<file path="src/hw/rtl/nelw_pkg.sv">
// shared types and constants for the nonprintable escape / line wrap block
// depends on nothing; used by every module of the block
package nelw_pkg;

  localparam int MaxChars = 6;
  localparam int CntW = 3;
  localparam int DefQueueDepth = 2;

  localparam logic [7:0] ResetLineLimit = 8'd70;
  localparam logic [7:0] ChNewline = 8'h0a;
  localparam logic [7:0] ChSpace = 8'h20;
  localparam logic [7:0] ChZero = 8'h30;
  localparam logic [7:0] ChX = 8'h78;
  localparam logic [7:0] ChTilde = 8'h7e;

  localparam logic [0:0] RegEscapeMode = 1'b0;
  localparam logic [0:0] RegLineLimit = 1'b1;

  localparam logic ModeOctal = 1'b0;

  typedef struct packed {
    logic [MaxChars-1:0][7:0] chars;
    logic [CntW-1:0] cnt;
  } entry_t;

  typedef struct packed {
    logic full;
    logic empty;
  } queue_status_t;

  function automatic logic [7:0] hex_digit(input logic [3:0] d);
    logic [7:0] r;
    if (d < 4'd10) begin
      r = 8'h30 + {4'b0, d};
    end else begin
      r = 8'h61 + {4'b0, d} - 8'd10;
    end
    return r;
  endfunction

endpackage

</file>
<file path="src/hw/rtl/nelw_front.sv">
// front end: config registers, byte classification, escape expansion, column count
// depends on nelw_pkg
module nelw_front (
  input  logic                clk,
  input  logic                rst_n,
  input  logic                cfg_we,
  input  logic [0:0]          cfg_addr,
  input  logic [7:0]          cfg_wdata,
  input  logic                in_tvalid,
  output logic                in_tready,
  input  logic [7:0]          in_tdata,
  input  nelw_pkg::queue_status_t q_status,
  output logic                q_push,
  output nelw_pkg::entry_t    q_wdata
);

  logic       mode_r;
  logic [7:0] limit_r;
  logic [8:0] col_r, col_nxt;
  logic       printable;
  logic [2:0] n;
  logic [8:0] sum;
  logic       wrap;
  logic [7:0] d2, d1, d0, hi, lo;

  assign in_tready = !q_status.full;
  assign q_push = in_tvalid && in_tready;

  always_comb begin
    printable = (in_tdata >= nelw_pkg::ChSpace) && (in_tdata <= nelw_pkg::ChTilde);
    d2 = nelw_pkg::ChZero + {6'b0, in_tdata[7:6]};
    d1 = nelw_pkg::ChZero + {5'b0, in_tdata[5:3]};
    d0 = nelw_pkg::ChZero + {5'b0, in_tdata[2:0]};
    hi = nelw_pkg::hex_digit(in_tdata[7:4]);
    lo = nelw_pkg::hex_digit(in_tdata[3:0]);
    q_wdata.chars = {nelw_pkg::MaxChars{nelw_pkg::ChSpace}};
    if (printable) begin
      q_wdata.chars[0] = in_tdata;
      n = 3'd1;
    end else if (mode_r == nelw_pkg::ModeOctal) begin
      q_wdata.chars[0] = nelw_pkg::ChZero;
      if (in_tdata >= 8'd64) begin
        q_wdata.chars[1] = d2;
        q_wdata.chars[2] = d1;
        q_wdata.chars[3] = d0;
      end else if (in_tdata >= 8'd8) begin
        q_wdata.chars[1] = d1;
        q_wdata.chars[2] = d0;
      end else begin
        q_wdata.chars[1] = d0;
      end
      n = 3'd5;
    end else begin
      q_wdata.chars[0] = nelw_pkg::ChZero;
      q_wdata.chars[1] = nelw_pkg::ChX;
      if (in_tdata >= 8'd16) begin
        q_wdata.chars[2] = hi;
        q_wdata.chars[3] = lo;
        n = 3'd5;
      end else begin
        q_wdata.chars[2] = lo;
        n = 3'd4;
      end
    end
    sum = col_r + {6'b0, n};
    wrap = sum >= {1'b0, limit_r};
    // newline goes right after the byte's characters
    if (wrap) begin
      q_wdata.chars[n] = nelw_pkg::ChNewline;
      q_wdata.cnt = n + 3'd1;
    end else begin
      q_wdata.cnt = n;
    end
    col_nxt = col_r;
    if (q_push) begin
      col_nxt = wrap ? 9'd0 : sum;
    end
  end

  always_ff @(posedge clk) begin
    if (!rst_n) begin
      mode_r <= nelw_pkg::ModeOctal;
      limit_r <= nelw_pkg::ResetLineLimit;
      col_r <= 9'd0;
    end else begin
      col_r <= col_nxt;
      if (cfg_we) begin
        unique case (cfg_addr)
          nelw_pkg::RegEscapeMode: mode_r <= cfg_wdata[0];
          nelw_pkg::RegLineLimit: limit_r <= cfg_wdata;
          default: ;
        endcase
      end
    end
  end

endmodule

</file>
<file path="src/hw/rtl/nelw_queue.sv">
// short queue of expanded entries between front and back
// depends on nelw_pkg
module nelw_queue #(
  parameter int Depth = nelw_pkg::DefQueueDepth
) (
  input  logic                    clk,
  input  logic                    rst_n,
  input  logic                    push,
  input  nelw_pkg::entry_t        wdata,
  input  logic                    pop,
  output nelw_pkg::entry_t        rdata,
  output nelw_pkg::queue_status_t status
);

  localparam int PtrW = (Depth > 1) ? $clog2(Depth) : 1;
  localparam int CountW = $clog2(Depth + 1);

  nelw_pkg::entry_t mem_r [Depth];
  logic [PtrW-1:0]   wr_ptr_r, rd_ptr_r;
  logic [CountW-1:0] count_r;

  assign status.full = count_r == CountW'(Depth);
  assign status.empty = count_r == '0;
  assign rdata = mem_r[rd_ptr_r];

  function automatic logic [PtrW-1:0] bump(input logic [PtrW-1:0] p);
    return (p == PtrW'(Depth - 1)) ? '0 : p + PtrW'(1);
  endfunction

  always_ff @(posedge clk) begin
    if (push) begin
      mem_r[wr_ptr_r] <= wdata;
    end
  end

  always_ff @(posedge clk) begin
    if (!rst_n) begin
      wr_ptr_r <= '0;
      rd_ptr_r <= '0;
      count_r <= '0;
    end else begin
      if (push) wr_ptr_r <= bump(wr_ptr_r);
      if (pop) rd_ptr_r <= bump(rd_ptr_r);
      if (push && !pop) count_r <= count_r + CountW'(1);
      else if (pop && !push) count_r <= count_r - CountW'(1);
    end
  end

endmodule

</file>
<file path="src/hw/rtl/nelw_back.sv">
// back end: walks one entry a character at a time into the output register
// depends on nelw_pkg
module nelw_back (
  input  logic                    clk,
  input  logic                    rst_n,
  input  nelw_pkg::queue_status_t q_status,
  input  nelw_pkg::entry_t        q_rdata,
  output logic                    q_pop,
  output logic                    out_tvalid,
  input  logic                    out_tready,
  output logic [7:0]              out_tdata,
  output logic                    out_tlast
);

  logic [nelw_pkg::CntW-1:0] idx_r, idx_nxt;
  logic       valid_r, valid_nxt;
  logic [7:0] char_r, char_nxt;
  logic       last_r, last_nxt;
  logic       load, take, at_end;

  assign out_tvalid = valid_r;
  assign out_tdata = char_r;
  assign out_tlast = last_r;

  always_comb begin
    load = !valid_r || out_tready;
    take = load && !q_status.empty;
    at_end = idx_r == (q_rdata.cnt - nelw_pkg::CntW'(1));
    q_pop = take && at_end;
    idx_nxt = idx_r;
    valid_nxt = valid_r;
    char_nxt = char_r;
    last_nxt = last_r;
    if (load) valid_nxt = take;
    if (take) begin
      char_nxt = q_rdata.chars[idx_r];
      last_nxt = at_end;
      idx_nxt = at_end ? '0 : idx_r + nelw_pkg::CntW'(1);
    end
  end

  always_ff @(posedge clk) begin
    if (!rst_n) begin
      idx_r <= '0;
      valid_r <= 1'b0;
    end else begin
      idx_r <= idx_nxt;
      valid_r <= valid_nxt;
    end
  end

  always_ff @(posedge clk) begin
    char_r <= char_nxt;
    last_r <= last_nxt;
  end

endmodule

</file>
<file path="src/hw/rtl/nonprintable_escape_line_wrap_unit.sv">
// top level of the nonprintable byte escaper with line wrap
// depends on nelw_pkg, nelw_front, nelw_queue, nelw_back
//
// usage:
// - in_* stream carries raw bytes; out_* stream carries ascii characters,
//   out_tlast high on the final character of each byte (the newline if one
//   is appended)
// - cfg port: index 0 escape mode (0 octal, 1 hex), index 1 line limit;
//   write only while the block is idle
// - a byte expands to 1 to 6 characters, sent one per cycle while the queue
//   holds an entry and the receiver is ready; the single output register of
//   the back end sets that rate
// - an accepted byte is first written into a queue entry, then its first
//   character is loaded into the output register of the back end
// - the front expands bytes into a QueueDepth-entry queue, so input keeps
//   flowing while the output register holds a character
// - receiver stall: the output holds, the queue fills, then in_tready drops
// - reset: mode octal, limit 70, column count zero, queue and output empty
module nonprintable_escape_line_wrap_unit #(
  parameter int QueueDepth = nelw_pkg::DefQueueDepth
) (
  input  logic       clk,
  input  logic       rst_n,
  input  logic       cfg_we,
  input  logic [0:0] cfg_addr,
  input  logic [7:0] cfg_wdata,
  input  logic       in_tvalid,
  output logic       in_tready,
  input  logic [7:0] in_tdata,   // [7:0] in_byte
  output logic       out_tvalid,
  input  logic       out_tready,
  output logic [7:0] out_tdata,  // [7:0] out_char
  output logic       out_tlast   // last_char
);

  nelw_pkg::queue_status_t q_status;
  nelw_pkg::entry_t        q_wdata, q_rdata;
  logic                    q_push, q_pop;

  // classify and expand each byte, track the column
  nelw_front u_front (
    .clk      (clk),
    .rst_n    (rst_n),
    .cfg_we   (cfg_we),
    .cfg_addr (cfg_addr),
    .cfg_wdata(cfg_wdata),
    .in_tvalid(in_tvalid),
    .in_tready(in_tready),
    .in_tdata (in_tdata),
    .q_status (q_status),
    .q_push   (q_push),
    .q_wdata  (q_wdata)
  );

  // decouples the two sides
  nelw_queue #(
    .Depth(QueueDepth)
  ) u_queue (
    .clk   (clk),
    .rst_n (rst_n),
    .push  (q_push),
    .wdata (q_wdata),
    .pop   (q_pop),
    .rdata (q_rdata),
    .status(q_status)
  );

  // serialize characters onto the output stream
  nelw_back u_back (
    .clk       (clk),
    .rst_n     (rst_n),
    .q_status  (q_status),
    .q_rdata   (q_rdata),
    .q_pop     (q_pop),
    .out_tvalid(out_tvalid),
    .out_tready(out_tready),
    .out_tdata (out_tdata),
    .out_tlast (out_tlast)
  );

endmodule

</file>
<file path="config.mk">
export PLATFORM = sky130hd
export DESIGN_NAME = nonprintable_escape_line_wrap_unit
export DESIGN_NICKNAME = d
export VERILOG_FILES = /design/src/hw/rtl/nelw_pkg.sv /design/src/hw/rtl/nelw_front.sv /design/src/hw/rtl/nelw_queue.sv /design/src/hw/rtl/nelw_back.sv /design/src/hw/rtl/nonprintable_escape_line_wrap_unit.sv
export SDC_FILE = /design/constraint.sdc
export NUM_CORES = 1
export LEC_CHECK = 0
export BUFFER_PORTS_ARGS = -buffer_cell sky130_fd_sc_hd__buf_2
export CAP_MARGIN = 40
export CORE_ASPECT_RATIO = 1.5
export CORE_MARGIN = 2
export CORE_UTILIZATION = 50
export CTS_CLUSTER_DIAMETER = 120
export CTS_CLUSTER_SIZE = 30
export DETAILED_ROUTE_END_ITERATION = 16
export GPL_TIMING_DRIVEN = 1
export PLACE_DENSITY = 0.67
export SKIP_CTS_REPAIR_TIMING = 1
export SLEW_MARGIN = 20
export SYNTH_ARGS = -nofsm -noshare
export SYNTH_HDL_FRONTEND = slang
export SYNTH_HIERARCHICAL = 1
export SYNTH_SLANG_ARGS = --single-unit
</file>
<file path="constraint.sdc">
create_clock -name clk -period 7.55 [get_ports clk]
set_input_delay 0.3775 -clock clk [delete_from_list [all_inputs] [get_ports clk]]
set_output_delay 0.3775 -clock clk [all_outputs]
set_load 0.01 [all_outputs]
</file>
==> reports/qor.txt, run 1 <==
worst hold-check path type: primary input to register
vias in the first global route: 4017
run status: complete, no violations
ys async rst share: 0
Slew Limit Headroom: 0.530
clock transition at the registers of the reported paths: 60 ps
CP Launch Type: primary input
CTS tree: yes
cells taking the most area after synthesis: edfxtp_1, mux2_2, dfxtp_1
Clock Tree Root: clkbuf_16
Row Count: 51
antenna cells: 0
Final Setup Violations: 0
top post-synthesis cells by count: edfxtp_1, mux2_2, nand2_1
count leader, synth: edfxtp_1
Netlist cell types: 59
Worst-Skew Late Latency: 400 ps
Worst Skew: 6.89 ps
Final Critical Period: 4810 ps
CP Launch Point: in_tdata[0]
Final Hold Vio Count: 0
PwrDens: 326 nW/um^2
gr ovfl total: 0
total CTS buffers: 17
die area: 14300 um^2
Hold Path Stages: 3
Worst EP arrival: 4950 ps
Peak VDD IR: 0.177 mV
CP Capture Type: register
Yosys top cell by area: edfxtp_1
max incr delay on CP: 560 ps
area grow syn2layout: 11.4%
most frequent CP cell: ha_1
post-route setup TNS: 0 ps
synthesized instance count: 517
overall power: 2.43 mW
DRT iter0 DRCs: 275
final design utilization: 0.572
max_cap viols: 0
global-route wire length before repair: 19800 um
wirelength, routed: 11800 um
Tcrit/Tclk final: 0.637
fin nets: 584
RSZ-0062 raised after global routing: no
Worst Reg-to-Reg Cells: 12
DR pass1 iterations: 4
Seq cells post-synth: 138
r2r setup slk: 4190 ps
Final Wtd Congestion: 0.835
largest net degree at the start of global routing: 53
# clock sinks: 138
pre-CTS WS: 2370 ps
Buffers on Ports: 32
CP endpoint: u_queue/mem_r[0][0]
area of the core: 13000 um^2
CP cell instances: buf_2, inv_1, ha_1, nand4bb_1, a32oi_1, and2b_1, inv_1, nand3_1, ha_1, ha_1, a21o_1, nand4_1, xnor2_1, ha_1, a2111oi_0, o21ai_1, a211oi_1, inv_1, ha_1
# IOs: 33
Via-to-Cell Ratio: 5.46
overall die width: 98.4 um
Starting Density: 0.514
H-tree Lvls: 4
final setup margin: 2740 ps
Ys Warns: 6
area share of the leading cell type in the synthesized netlist: 0.498
# DRC: 0
Peak Freq: 208 MHz
Die Ht: 146 um
WP data required: 7700 ps
critical path's slowest cell: and2b_1
fin. max-slew vios: 0
crit path kind: primary input to register
Post-Syn Area per Cell: 12.9 um^2
Vias: 3891
Post-synth EDFFs: 111
leakage: 2.77 nW
CTS Buffer Depth: 2
CP max FO: 20
DRT antenna net count: 0
Seq/Total Area, Yosys: 0.579
layout cells sized above 1: 0.262
GRT Total Usage: 0.174
r2r startpoint: u_front/mode_r
dominant synthesized flop cell: edfxtp_1
DP HPWL: 7860 um
Critical R2R Capture: u_queue/mem_r[0][0]
initial antenna violation count: 0
Worst-Margin Slew: 705 ps
DR WL/cell: 16.6 um
Post-Syn Area: 6690 um^2
==> flip-flops by register name, indices dropped and copies added, names as in the netlist, 2 cells and up, named ones only <==
name,count
u_back/out_tdata,8
u_queue/count_r,2
u_front/col_r,9
u_front/limit_r,8
u_queue/mem_r,102
u_back/idx_r,3
==> routing by layer <==
metal  part of all wire  global-route usage  routed length, um  vias to the layer above
met4              0.017              0.0678                203                        0
met3              0.030              0.0375                356                       14
met1               0.43               0.212               5110                     1904
met2               0.52               0.301               6170                       66
li1                   -                   -                  -                     1907
met5                  0                   0                  0                        -
==> per-stage QoR <==
stage / cells / hold WS, ps / cell area (um^2)
after detailed placement: 681 / 465 / 6840
after global placement: 681 / 456 / 6840
final: 713 / 201 / 7450
after CTS: 713 / 184 / 7450
after floorplan: 531 / 444 / 6740
after global routing: 713 / 198 / 7450
==> worst min-delay path by stage <==
stage	slack, ps	to	startpoint
2_1_floorplan	440	u_front/limit_r[3]	u_front/limit_r[3]
3_3_place_gp	460	u_front/limit_r[7]	u_front/limit_r[7]
3_5_place_dp	470	u_front/limit_r[7]	u_front/limit_r[7]
4_1_cts	180	u_front/limit_r[6]	cfg_wdata[6]
5_1_grt	200	u_front/limit_r[1]	cfg_wdata[1]
6_report	200	u_front/limit_r[6]	cfg_wdata[6]
==> worst max-delay path, delay by kind of cell <==
family                     cells  cell delay (ps)
AOI/OAI and AO/OA              5             1330
adders and majority gates      5             1230
and+or+nand+nor                4             1040
buffers and inverters          4              750
xor gates and xnor gates       1              210
==> cells in the final DEF (no fill, tap or decap), types with 6 or more instances in the layout <==
master	n
edfxtp_1	111
a21oi_1	10
mux4_2	8
nor2_1	26
ha_1	21
a21boi_0	6
inv_1	23
a22o_1	7
conb_1	16
mux2_2	51
o21ai_0	12
nand2_1	35
mux2i_1	11
nor3_1	7
buf_2	32
xnor2_1	7
o22ai_1	10
xor2_1	7
inv_2	10
clkbuf_16	17
and2_1	8
dfxtp_1	26
==> kinds of logic (layout without fill, tap and decap cells) <==
| kind of cell | count (synthesis) | count (layout) | share of synthesized area |
|---|---|---|---|
| DFF | 138 | 138 | 0.579 |
| muxes | 70 | 70 | 0.129 |
| buffers and inverters | 79 | 102 | 0.0641 |
| other | 2 | 16 | 0.00112 |
| adders and majority gates | 21 | 21 | 0.0393 |
| xor gates and xnor gates | 15 | 15 | 0.0217 |
| and+or+nand+nor | 114 | 114 | 0.0860 |
| AOI/OAI and AO/OA | 78 | 78 | 0.0795 |
==> cell type report <==
cell class / count / area (um^2)
clock buffers: 20 / 457
clock inverters: 12 / 149
fillers: 1077 / 5570
inverters: 33 / 124
multi-input cells: 314 / 2450
flip-flops and latches: 138 / 3870
well taps: 159 / 199
repair buffers: 37 / 198
==> where the power goes <==
| group | switching [mW] | internal [mW] | total, mW |
|---|---|---|---|
| Clock | 0.294 | 0.534 | 0.828 |
| Sequential | 0.0399 | 0.977 | 1.02 |
| Combinational | 0.317 | 0.267 | 0.585 |
No activity file was read; power rests on OpenSTA's default activity.
==> inputs of run 2 (changes only) <==
ABC_AREA = 1   (was default)
PLACE_DENSITY = 0.7   (was 0.67)
clock period = 4.4 ns   (was 7.55 ns; I/O delays follow)
==> reports/qor.txt, run 2 <==
Clock Tree Root: clkbuf_16
Vias: 4617
max incr delay on CP: 320 ps
fin nets: 734
DR pass1 iterations: 5
overall die width: 102 um
die area: 15500 um^2
Via-to-Cell Ratio: 5.15
Post-synth EDFFs: 111
WP data required: 4550 ps
Die Ht: 151 um
Slew Limit Headroom: 0.539
area grow syn2layout: 10.7%
DRT iter0 DRCs: 272
Post-Syn Area per Cell: 11.0 um^2
most frequent cells in the layout: nand2_1, edfxtp_1, inv_1
CP cell instances: buf_2, inv_1, ha_1, inv_1, nor2_4, nand2_2, inv_4, nand2_2, nor2_4, inv_2, ha_1, ha_1, nand3_1, nand2_1, xor2_1, inv_1, ha_1, o211a_1, nand2_1, nand2_1, nand2_1, nand3_2, ha_1
largest registers: u_queue/mem_r x102, u_front/col_r x9
final design utilization: 0.569
synthesized instance count: 658
DRT antenna net count: 0
Largest Register: u_queue/mem_r
area share of the leading cell type in the synthesized netlist: 0.461
clock transition at the registers of the reported paths: 60 ps
crit path kind: primary input to register
run status: complete, no violations
leakage: 3.35 nW
Peak Freq: 285 MHz
area occupied by multi-input gates: 2760 um^2
Seq cells post-synth: 138
cells taking the most area after synthesis: edfxtp_1, mux2_4, dfxtp_1
DP HPWL: 9940 um
Final Setup Violations: 0
r2r setup slk: 1220 ps
worst hold-check path type: primary input to register
Worst EP arrival: 3660 ps
CP Launch Type: primary input
area of the core: 14100 um^2
pre-CTS WS: 481 ps
Final Critical Period: 3510 ps
Buffers on Ports: 32
CP Capture Type: register
H-tree Lvls: 4
max_cap viols: 0
final setup margin: 890 ps
Worst-Margin Slew: 691 ps
Netlist cell types: 43
# DRC: 0
GRT Total Usage: 0.193
Largest register FFs: 102
Final Hold Vio Count: 0
Starting Density: 0.514
fin. max-slew vios: 0
dominant synthesized flop cell: edfxtp_1
RSZ-0062 raised after global routing: no
most frequent CP cell: ha_1
layout filler cell count: 1189
CTS tree: yes
initial antenna violation count: 0
met1 wire length: 5560 um
final hold slack: 26.3 ps
Yosys top cell by area: edfxtp_1
gr ovfl total: 0
Final Wtd Congestion: 0.861
antenna cells: 0
post-route setup TNS: 0 ps
family with the most delay on the worst path: adder cells
# clock sinks: 138
Tcrit/Tclk final: 0.798
Post-Syn Area: 7230 um^2
count leader, synth: nand2_1
top post-synthesis cells by count: nand2_1, edfxtp_1, inv_1
top sig layer: met4
DR WL/cell: 15.7 um
Seq/Total Area, Yosys: 0.536
total CTS buffers: 17
largest net degree at the start of global routing: 33
layout cells sized above 1: 0.226
commonest non-fill, non-tap cell in the layout: nand2_1
PwrDens: 567 nW/um^2
Register Area: 3870 um^2
Worst-Skew Late Latency: 410 ps
met2 wire length: 7660 um
global-route wire length before repair: 22400 um
CP max FO: 9
CP Buf/Inv Count: 6
Peak VDD IR: 0.347 mV
Row Count: 53
Worst Skew: 9.25 ps
Ys Warns: 6
vias in the first global route: 4689
# IOs: 33
CTS Buffer Depth: 2
critical path's slowest cell: ha_1
ys async rst share: 0
metal3 WL: 434 um
wirelength, routed: 14100 um
run 2: where the power goes:
group	total [mW]	internal [mW]	leakage (nW)	switching, mW
Clock	1.49	0.956	0.307	0.532
Sequential	1.83	1.71	1.25	0.121
Combinational	1.22	0.497	1.79	0.721
run 2: tightest hold or removal path, stage by stage:
cell and delay, ps:
buf_2 70, nand2_1 40, o211ai_1 60
run 2: metrics by stage:
| step | power, mW | cell area [um^2] | std cells |
|---|---|---|---|
| 2_1_floorplan | 2.83 | 7280 | 672 |
| 3_3_place_gp | 3.04 | 7360 | 863 |
| 3_5_place_dp | 3.08 | 7380 | 864 |
| 4_1_cts | 4.57 | 8010 | 896 |
| 5_1_grt | 4.76 | 8010 | 896 |
| 6_report | 4.54 | 8010 | 896 |
run 2: worst paths after layout:
check / from / end / depth (start not counted)
setup reg to reg: u_front/mode_r / u_queue/mem_r[1][0] / 16
hold / removal: cfg_wdata[2] / u_front/limit_r[2] / 3
setup / recovery: in_tdata[4] / u_queue/mem_r[1][0] / 23
hold reg to reg: u_front/limit_r[5] / u_front/limit_r[5] / 2
run 2: cell families (layout without fill, tap and decap cells):
logic type / count (synthesis) / in the layout / synth area share
mux: 51 / 51 / 0.105
compound gates: 92 / 92 / 0.0737
buf+inv: 114 / 146 / 0.0905
other cells: 2 / 16 / 0.00104
simple gates: 235 / 235 / 0.148
xor+xnor: 5 / 5 / 0.00866
fa+ha+maj: 21 / 21 / 0.0364
flops: 138 / 138 / 0.536
run 2: area by class of cell:
cell class	count	share of cell area
Sequential cell	138	0.484
Multi-Input combinational cell	420	0.345
Clock buffer	19	0.0541
Inverter	78	0.0378
Tap cell	192	0.0300
Timing Repair Buffer	36	0.0253
Clock inverter	13	0.0239
run 2: per-layer routing:
layer / global-route usage / vias to the layer above
li1: - / 2285
met1: 0.206 / 2176
met2: 0.355 / 128
met3: 0.0425 / 28
met4: 0.0887 / 0
met5: 0 / -
